## src/rtl/core/ccsr_pkg.sv

```systemverilog
package ccsr_pkg;

    localparam int MaxRows = 64;
    localparam int MaxCols = 64;
    localparam int RowW = $clog2(MaxRows);
    localparam int ColW = $clog2(MaxCols);
    localparam int AddrW = RowW + ColW;
    localparam int Depth = MaxRows * MaxCols;
    localparam logic [7:0] SpaceChar = 8'h20;

    localparam logic [2:0] OpClear = 3'd0;
    localparam logic [2:0] OpPoint = 3'd1;
    localparam logic [2:0] OpCircle = 3'd2;
    localparam logic [2:0] OpDisc = 3'd3;
    localparam logic [2:0] OpRect = 3'd4;
    localparam logic [2:0] OpFill = 3'd5;
    localparam logic [2:0] OpLine = 3'd6;
    localparam logic [2:0] OpRead = 3'd7;

    localparam logic RegRows = 1'b0;
    localparam logic RegCols = 1'b1;

    typedef struct packed {
        logic [2:0] op;
        logic signed [7:0] a_row;
        logic signed [7:0] a_col;
        logic [6:0] b_row;
        logic [6:0] b_col;
        logic [6:0] radius;
        logic [7:0] ch;
    } in_word_t;

    typedef struct packed {
        logic [7:0] read_char;
        logic status;
    } out_word_t;

    // controller to datapath
    typedef struct packed {
        logic load;     // capture command, reset scan
        logic step;     // one pixel / line step
        logic read_req; // issue store read
        logic read_cap; // capture read data
        logic wipe;     // clearing pass write of reset sweep
    } dp_cmd_t;

    // datapath to controller
    typedef struct packed {
        logic last;       // scan or line finished at this step
        logic single;     // command takes no scan (point, rejected line, empty scan)
        logic is_read;
        logic wipe_last;
    } dp_stat_t;

endpackage

```

## src/rtl/core/ccsr_ctrl.sv

```systemverilog
module ccsr_ctrl (
    input  logic                 clk,
    input  logic                 rst_n,
    input  logic                 in_valid,
    output logic                 in_stall,
    output logic                 out_valid,
    input  logic                 out_stall,
    output ccsr_pkg::dp_cmd_t    cmd,
    input  ccsr_pkg::dp_stat_t   stat
);

    typedef enum logic [5:0] {
        S_WIPE = 6'b000001,
        S_IDLE = 6'b000010,
        S_DEC  = 6'b000100,
        S_RUN  = 6'b001000,
        S_RD   = 6'b010000,
        S_RDC  = 6'b100000
    } state_t;

    state_t state_reg, state_next;
    logic out_valid_reg, out_valid_next;

    // free output slot: empty or being taken this cycle
    logic slot_free;
    assign slot_free = !out_valid_reg || !out_stall;

    assign in_stall = (state_reg != S_IDLE);
    assign out_valid = out_valid_reg;

    always_comb
    begin
        state_next = state_reg;
        out_valid_next = out_valid_reg && out_stall;
        cmd = '0;
        unique case (state_reg)
            S_WIPE:
            begin
                cmd.wipe = 1'b1;
                if (stat.wipe_last)
                    state_next = S_IDLE;
            end
            S_IDLE:
            begin
                if (in_valid)
                begin
                    cmd.load = 1'b1;
                    state_next = S_DEC;
                end
            end
            S_DEC:
            begin
                if (stat.is_read)
                begin
                    cmd.read_req = 1'b1;
                    state_next = S_RD;
                end
                else
                    state_next = S_RUN;
            end
            S_RUN:
            begin
                cmd.step = 1'b1;
                if (stat.last || stat.single)
                    state_next = S_RDC;
            end
            S_RD:
            begin
                cmd.read_cap = 1'b1;
                state_next = S_RDC;
            end
            S_RDC:
            begin
                if (slot_free)
                begin
                    out_valid_next = 1'b1;
                    state_next = S_IDLE;
                end
            end
            default:
                state_next = S_IDLE;
        endcase
    end

    always_ff @(posedge clk or negedge rst_n)
    begin
        if (!rst_n)
        begin
            state_reg <= S_WIPE;
            out_valid_reg <= 1'b0;
        end
        else
        begin
            state_reg <= state_next;
            out_valid_reg <= out_valid_next;
        end
    end

    a_no_accept_busy: assert property (@(posedge clk) disable iff (!rst_n)
        (state_reg != S_IDLE) |-> in_stall)
        else $error("accept while busy");
    a_out_hold: assert property (@(posedge clk) disable iff (!rst_n)
        (out_valid_reg && out_stall) |=> out_valid_reg)
        else $error("result dropped");
    a_load_idle: assert property (@(posedge clk) disable iff (!rst_n)
        cmd.load |-> (state_reg == S_IDLE))
        else $error("load outside idle");

endmodule

```

## config.mk

```make
export PLATFORM = sky130hd
export DESIGN_NAME = ccsr_ctrl
export DESIGN_NICKNAME = d
export VERILOG_FILES = /design/src/rtl/core/ccsr_pkg.sv /design/src/rtl/core/ccsr_ctrl.sv
export SDC_FILE = /design/constraint.sdc
export NUM_CORES = 1
export LEC_CHECK = 0
export BUFFER_PORTS_ARGS = -buffer_cell sky130_fd_sc_hd__buf_4
export CORE_AREA = 2 2 39 41
export DETAILED_ROUTE_END_ITERATION = 10
export DIE_AREA = 0 0 41 43
export PLACE_DENSITY_LB_ADDON = 0.05
export SETUP_SLACK_MARGIN = 0.4
export SLEW_MARGIN = 20
export SYNTH_ARGS = -nofsm -noshare
export SYNTH_HDL_FRONTEND = slang
export SYNTH_SLANG_ARGS = --single-unit
```

## constraint.sdc

```tcl
create_clock -name clk -period 2.1 [get_ports clk]
set_input_delay 0.42 -clock clk [delete_from_list [all_inputs] [get_ports clk]]
set_output_delay 0.42 -clock clk [all_outputs]
set_load 0.02 [all_outputs]
```

# ---- Word-level counts from Yosys, hierarchy flattened
# Cells that the tools add are included.
dict set report classes {
  n_eq_ne 11
  mux 15
  n_reduce_logical 6
}
# op count
set op_table {}
lappend op_table {{case mux 6 bit (6 select lines)} 1}
lappend op_table {{two-way mux 6 bit} 4}
lappend op_table {{two-way mux 1 bit} 9}
lappend op_table {{!= test 2 bit, second input constant} 4}
lappend op_table {{== test 6 x 1 -> 1 bit, second input constant} 1}
lappend op_table {{== test 6 x 2 -> 1 bit, second input constant} 1}
lappend op_table {{== test 6 x 3 -> 1 bit, second input constant} 1}
lappend op_table {{== test 6 x 4 -> 1 bit, second input constant} 1}
lappend op_table {{== test 6 x 5 -> 1 bit, second input constant} 1}
lappend op_table {{== test 6 bit, second input constant} 1}
lappend op_table {{!= test 6 x 2 -> 1 bit, second input constant} 1}
lappend op_table {{two-way mux 5 bit} 1}
lappend op_table {{AND reduction 4 bit} 1}
lappend op_table {{logical NOT 1 bit} 2}
lappend op_table {{logical OR 1 bit} 2}
lappend op_table {{logical AND 1 bit} 1}
dict set report word_totals {
  regBits 7
  out_inout_bits 7
  elab_cells 34
}

# ---- Depth between registers and ports, before layout
# Gate-level depths: netlist of the first run.
dict set report logic_depth {
  ltp_word 4
  mapped_depth 4
  ltp_nobuf 4
}

# ---- Least setup slack after synthesis of the first run
# Ideal clock, no wire load.
dict set report synth_timing {
  path_kind {reg2out}
  from {reg state_reg[2]}
  to {out cmd[3] (netlist bit)}
  path_buffers 0
  slack_ns 0.250
  arrival_time_ns 1.430
  stages_incl_launch_ff 3
  cell_sequence {dfrtp_1 > or4b_4 > nor3_1}
}
# item line
set synth_rtl {}
lappend synth_rtl {{start: declaration} ccsr_ctrl.sv:21} ;# state_t state_reg, state_next;
lappend synth_rtl {{start signal: assignment} ccsr_ctrl.sv:94} ;# state_reg <= state_next;
lappend synth_rtl {{end: declaration} ccsr_ctrl.sv:8} ;# output ccsr_pkg::dp_cmd_t cmd,

==> results.txt, run 1 <==
io pins = 15
status = finished, final reports clean
post-synthesis sequential area ratio = 42.22%
CP Buf/Inv Count = 1
fin cells = 85
commonest non-fill, non-tap cell in the layout = buf_4
synthesized area per cell = 9.287 µm²
Synth Cell Area = 417.9 µm²
WHS Path Cells = 2
critical path class = reg2out
syn_nets = 53
hold endpoint = state_reg[0]
die height = 43 µm
routed wl met3 = 56 µm
Worst setup SP type = register
Sink Count = 7
initial core utilization = 30.20%
critical path fanouts, max = 3
worst r2r dst = state_reg[1]
GR Util All Layers = 12.21%
normalized max-slew margin = 81.99%
r2r worst-path depth = 4
Slew Limit Fails = 0
Die Area = 0.001763 mm²
PwrDens = 1002 mW/mm²
CP delay by family, top = simple AND/OR/NAND/NOR gates
grt ovf = 0
final core occ = 48.92%
worst hold slack = 0.3087 ns
count of state elements after synthesis = 7
GPL Wtd Cong = 0.6972
met1 wire length = 413 µm
routed len/inst = 12.01 µm
Via density = 4.918
final period utilization = 90.18%
DRC viols = 0
clock root buffer = clkbuf_4
CTS H-tree lvls = 1
Worst Hold Class = in2reg
hold_sp = stat[0]
largest net degree at the start of global routing = 8
placed insts = 74
Fmax achieved = 528.0 MHz
Final nets = 78
Layout area overhead = 61.98%
Crit path largest cell delay = 0.54 ns
CTS tree = built
Synth Instances = 45
top layer in use = met3
TNS Setup = 0 ns
vias in the first global route = 388
clock-pin slew on the worst setup and hold paths = 0.05 ns
Worst R2R Setup Slack = 0.28 ns
total CTS buffers = 3
CTS max path bufs = 2
layout cell share with drive strength beyond 1 = 56.52%
routed wire length = 1021 µm
MaxCap Viol Count = 0
Clock Latency Late Sink = 0.24 ns
ANT nets after route = 0
row cnt = 14
Worst EP required = 1.68 ns
Worst Clk Skew = 0.001822 ns
most frequent cells in the layout = buf_4, nor2_1, dfrtp_2
Synth Warn # = 0
max reg flops = 6
Leak = 0.3388 nW
initial antenna violation count = 0
core area = 0.001384 mm²
global-route wire length before repair = 1449 µm
Worst setup EP type = primary output
die width = 41 µm
final hold violations = 0
Detail Placement HPWL = 725.9 µm
FF-to-FF Start = state_reg[4]
crit path time final = 1.894 ns
PortBufs = 14
DR vias = 418
Routed met2 length = 551 µm
Initial DRC Count = 0
CP cell instances = or4b_4 > nor3_2 > buf_4
# diodes = 0
Max VDD drop = 0.0003586 V
crit path DAT = 1.47 ns
first-pass iteration count of the detailed router = 1
RSZ-0062 raised after global routing = yes
Worst path slowest cell = or4b_4
actual slew at the worst max-slew pin = 0.2679 ns
library cells used by synthesis = 24
# setup viols final = 0
Crit. path cell count = 3
-- routing by layer --
metal  global-route usage (%)  up-vias
met5                        0        -
met4                    8.000        0
met3                    1.571        0
met2                    19.38        9
met1                    14.43      196
li1                         -      213
-- worst max-delay path by stage --
stage | startpoint | to
6_report | state_reg[4] | cmd[3]
5_1_grt | state_reg[2] | cmd[3]
4_1_cts | state_reg[4] | cmd[3]
3_5_place_dp | state_reg[1] | state_reg[1]
3_3_place_gp | state_reg[1] | state_reg[1]
2_1_floorplan | state_reg[1] | state_reg[1]
-- cell usage after synthesis, drive strengths merged --
cell type | count | area [µm²]
xor2 | 1 | 8.760
and4b | 1 | 10.01
and3 | 1 | 6.260
nor2b | 4 | 25.02
nor4 | 1 | 6.260
nand3 | 1 | 5.000
nand2 | 3 | 11.26
o211ai | 1 | 12.51
o32ai | 1 | 8.760
buf | 1 | 7.510
nand3b | 1 | 7.510
and3b | 1 | 8.760
nor3b | 1 | 7.510
nor3 | 2 | 10.01
nor2 | 7 | 26.28
inv | 3 | 11.26
o31ai | 1 | 7.510
dfrtp | 6 | 150.1
a211oi | 1 | 7.510
o21ai | 2 | 10.01
or4b | 2 | 27.53
a22oi | 1 | 7.510
nand4b | 1 | 8.760
dfstp | 1 | 26.28
-- cells by family (layout without fill, tap and decap cells) --
group                  Yosys count  after routing  share of synthesized area (%)
AO/OA/AOI/OAI                    7              7                          12.88
XOR/XNOR                         1              1                          2.096
buffers and inverters            4             28                          4.491
flip-flops                       7              7                          42.22
AND/OR/NAND/NOR                 26             26                          38.33
-- metrics by stage --
| step | power (W) | setup slack (ns) | area (µm²) |
|---|---|---|---|
| after floorplan | 0.0003678 | 0.3252 | 422.9 |
| after global placement | 0.0004631 | 0.2578 | 540.5 |
| after detailed placement | 0.0004552 | 0.2367 | 540.5 |
| after CTS | 0.0005942 | 0.1648 | 600.6 |
| after global routing | 0.0007329 | 0.1506 | 676.9 |
| final | 0.0006786 | 0.2062 | 676.9 |
-- final cells by class --
type	count	area, µm²
timing repair buffer	21	167.7
sequential	7	181.4
fill	126	706.9
inverter	3	11.26
tap	16	20.02
multi-input combinational	34	270.3
clock buffer	4	26.28
-- report_power, final --
group	switching, W	leakage [nW]	total (W)	internal [W]
registers	0.0000388	0.0838	0.000205	0.000166
clock network	0.0000439	0.0150	0.000116	0.0000721
logic	0.000183	0.240	0.000357	0.000174
-- repair_timing --
action / in CTS / in global routing
hold buffers: 1 / 0
endpoints found under the hold margin: 6 / 0
setup buffers: 2 / 4
pin swaps: 0 / 2
setup endpoints to repair: 8 / 9
gates resized for setup: 4 / 13
(Power assumes the default switching activity.)
==> run 2, diff against run 1 <==
--- a/config.mk
+++ b/config.mk
@@ -6,6 +6,8 @@
 export NUM_CORES = 1
 export LEC_CHECK = 0
 export BUFFER_PORTS_ARGS = -buffer_cell sky130_fd_sc_hd__buf_4
+export CELL_PAD_IN_SITES_DETAIL_PLACEMENT = 1
+export CELL_PAD_IN_SITES_GLOBAL_PLACEMENT = 1
 export CORE_AREA = 2 2 39 41
 export DETAILED_ROUTE_END_ITERATION = 10
 export DIE_AREA = 0 0 41 43
==> constraint.sdc (replaced) <==
create_clock -name clk -period 2.1 [get_ports clk]
set_input_delay 0.42 -clock clk [delete_from_list [all_inputs] [get_ports clk]]
set_output_delay 0.42 -clock clk [all_outputs]
set_load 0.05 [all_outputs]
==> results.txt, run 2 (synthesized netlist as in run 1, its figures left out) <==
GPL Wtd Cong = 0.7129
largest net degree at the start of global routing = 8
Sink Count = 7
PwrDens = 1179 mW/mm²
ANT nets after route = 0
Detail Placement HPWL = 962.5 µm
# diodes = 0
Worst EP required = 1.68 ns
Die Area = 0.001763 mm²
most frequent cells in the layout = buf_4, buf_6, nor2_1, dfrtp_2
worst r2r dst = state_reg[1]
max reg flops = 6
Layout area overhead = 84.13%
Slew Limit Fails = 0
Worst setup SP type = register
Fmax achieved = 505.6 MHz
placed insts = 74
Clock Latency Late Sink = 0.27 ns
GR Util All Layers = 19.74%
final hold violations = 0
fin cells = 90
die width = 41 µm
WHS Path Cells = 2
TNS Setup = 0 ns
first-pass iteration count of the detailed router = 3
RSZ-0062 raised after global routing = yes
hold endpoint = state_reg[0]
DRC viols = 0
commonest non-fill, non-tap cell in the layout = buf_4
CTS max path bufs = 2
routed len/inst = 16.60 µm
# setup viols final = 0
r2r worst-path depth = 5
clock-pin slew on the worst setup and hold paths = 0.06 ns
layout cell share with drive strength beyond 1 = 62.16%
crit path DAT = 1.56 ns
initial core utilization = 30.20%
hold_sp = stat[0]
Final nets = 83
DR vias = 465
final period utilization = 94.19%
Initial DRC Count = 1
vias in the first global route = 477
crit path time final = 1.978 ns
Via density = 5.167
Worst R2R Setup Slack = 0.13 ns
Max VDD drop = 0.0006307 V
grt ovf = 0
global-route wire length before repair = 2194 µm
core area = 0.001384 mm²
PortBufs = 14
critical path fanouts, max = 4
Worst setup EP type = primary output
total CTS buffers = 3
critical path class = reg2out
die height = 43 µm
normalized max-slew margin = 76.73%
io pins = 15
initial antenna violation count = 0
CTS H-tree lvls = 1
Leak = 0.3687 nW
MaxCap Viol Count = 0
Worst Clk Skew = 0.006326 ns
status = finished, final reports clean
FF-to-FF Start = state_reg[4]
Worst Hold Class = in2reg
routed wire length = 1494 µm
actual slew at the worst max-slew pin = 0.3463 ns
clock root buffer = clkbuf_4
row cnt = 14
CTS tree = built
==> run 2: through the flow <==
| step | setup WS, ns | hold slack, ns | power (W) | utilization [%] | instance area, µm² |
|---|---|---|---|---|---|
| after floorplan | 0.2803 | 0.1244 | 0.0004749 | - | 452.9 |
| after global placement | 0.2530 | 0.2340 | 0.0005677 | 41.23 | 570.5 |
| after detailed placement | 0.2070 | 0.2369 | 0.0005787 | 41.23 | 570.5 |
| after CTS | 0.1113 | 0.2776 | 0.0008342 | 50.45 | 698.2 |
| after global routing | 0.06374 | 0.2736 | 0.0009642 | 55.61 | 769.5 |
| final | 0.1221 | 0.2755 | 0.0009070 | 55.61 | 769.5 |
==> run 2: what timing repair did <==
item / CTS / global route
hold endpoints to repair: 6 / 0
hold buffers: 1 / 0
pin swaps: 5 / 4
setup endpoints to repair: 9 / 9
buffers inserted: 6 / 5
gates resized for setup: 15 / 8
==> run 2: critical path: stages, from the launching register on <==
cell     delay, ns
dfrtp_2       0.43
or4b_4        0.55
nor3_4        0.13
buf_6         0.18
==> run 2: worst max path at each step <==
stage	from	endpoint	slack, ns	cells past startpoint
2_1_floorplan	state_reg[1]	cmd[3]	0.28	2
3_3_place_gp	state_reg[1]	state_reg[1]	0.25	4
3_5_place_dp	state_reg[1]	state_reg[1]	0.21	4
4_1_cts	state_reg[4]	cmd[3]	0.11	3
5_1_grt	state_reg[3]	cmd[0]	0.06	3
6_report	state_reg[4]	cmd[3]	0.12	3
==> run 2: per-layer routing <==
metal,GRT usage (%),part of all wire (%)
met3,1.571,3.9
met2,30.94,56
met4,18.00,2.9
met1,21.81,37
met5,0,0
==> run 2: where the power goes <==
part	switching [W]	internal [W]	leakage, nW
Combinational	0.000305	0.000263	0.269
Clock	0.0000613	0.0000733	0.0150
Sequential	0.0000370	0.000167	0.0845
==> run 2: final cells by class <==
class                           instances  area, µm²
Clock buffer                            4      26.28
Timing Repair Buffer                   26      235.2
Sequential cell                         7      181.4
Tap cell                               16      20.02
Multi-Input combinational cell         34      295.3
Inverter                                3      11.26
Fill cell                             159      614.3
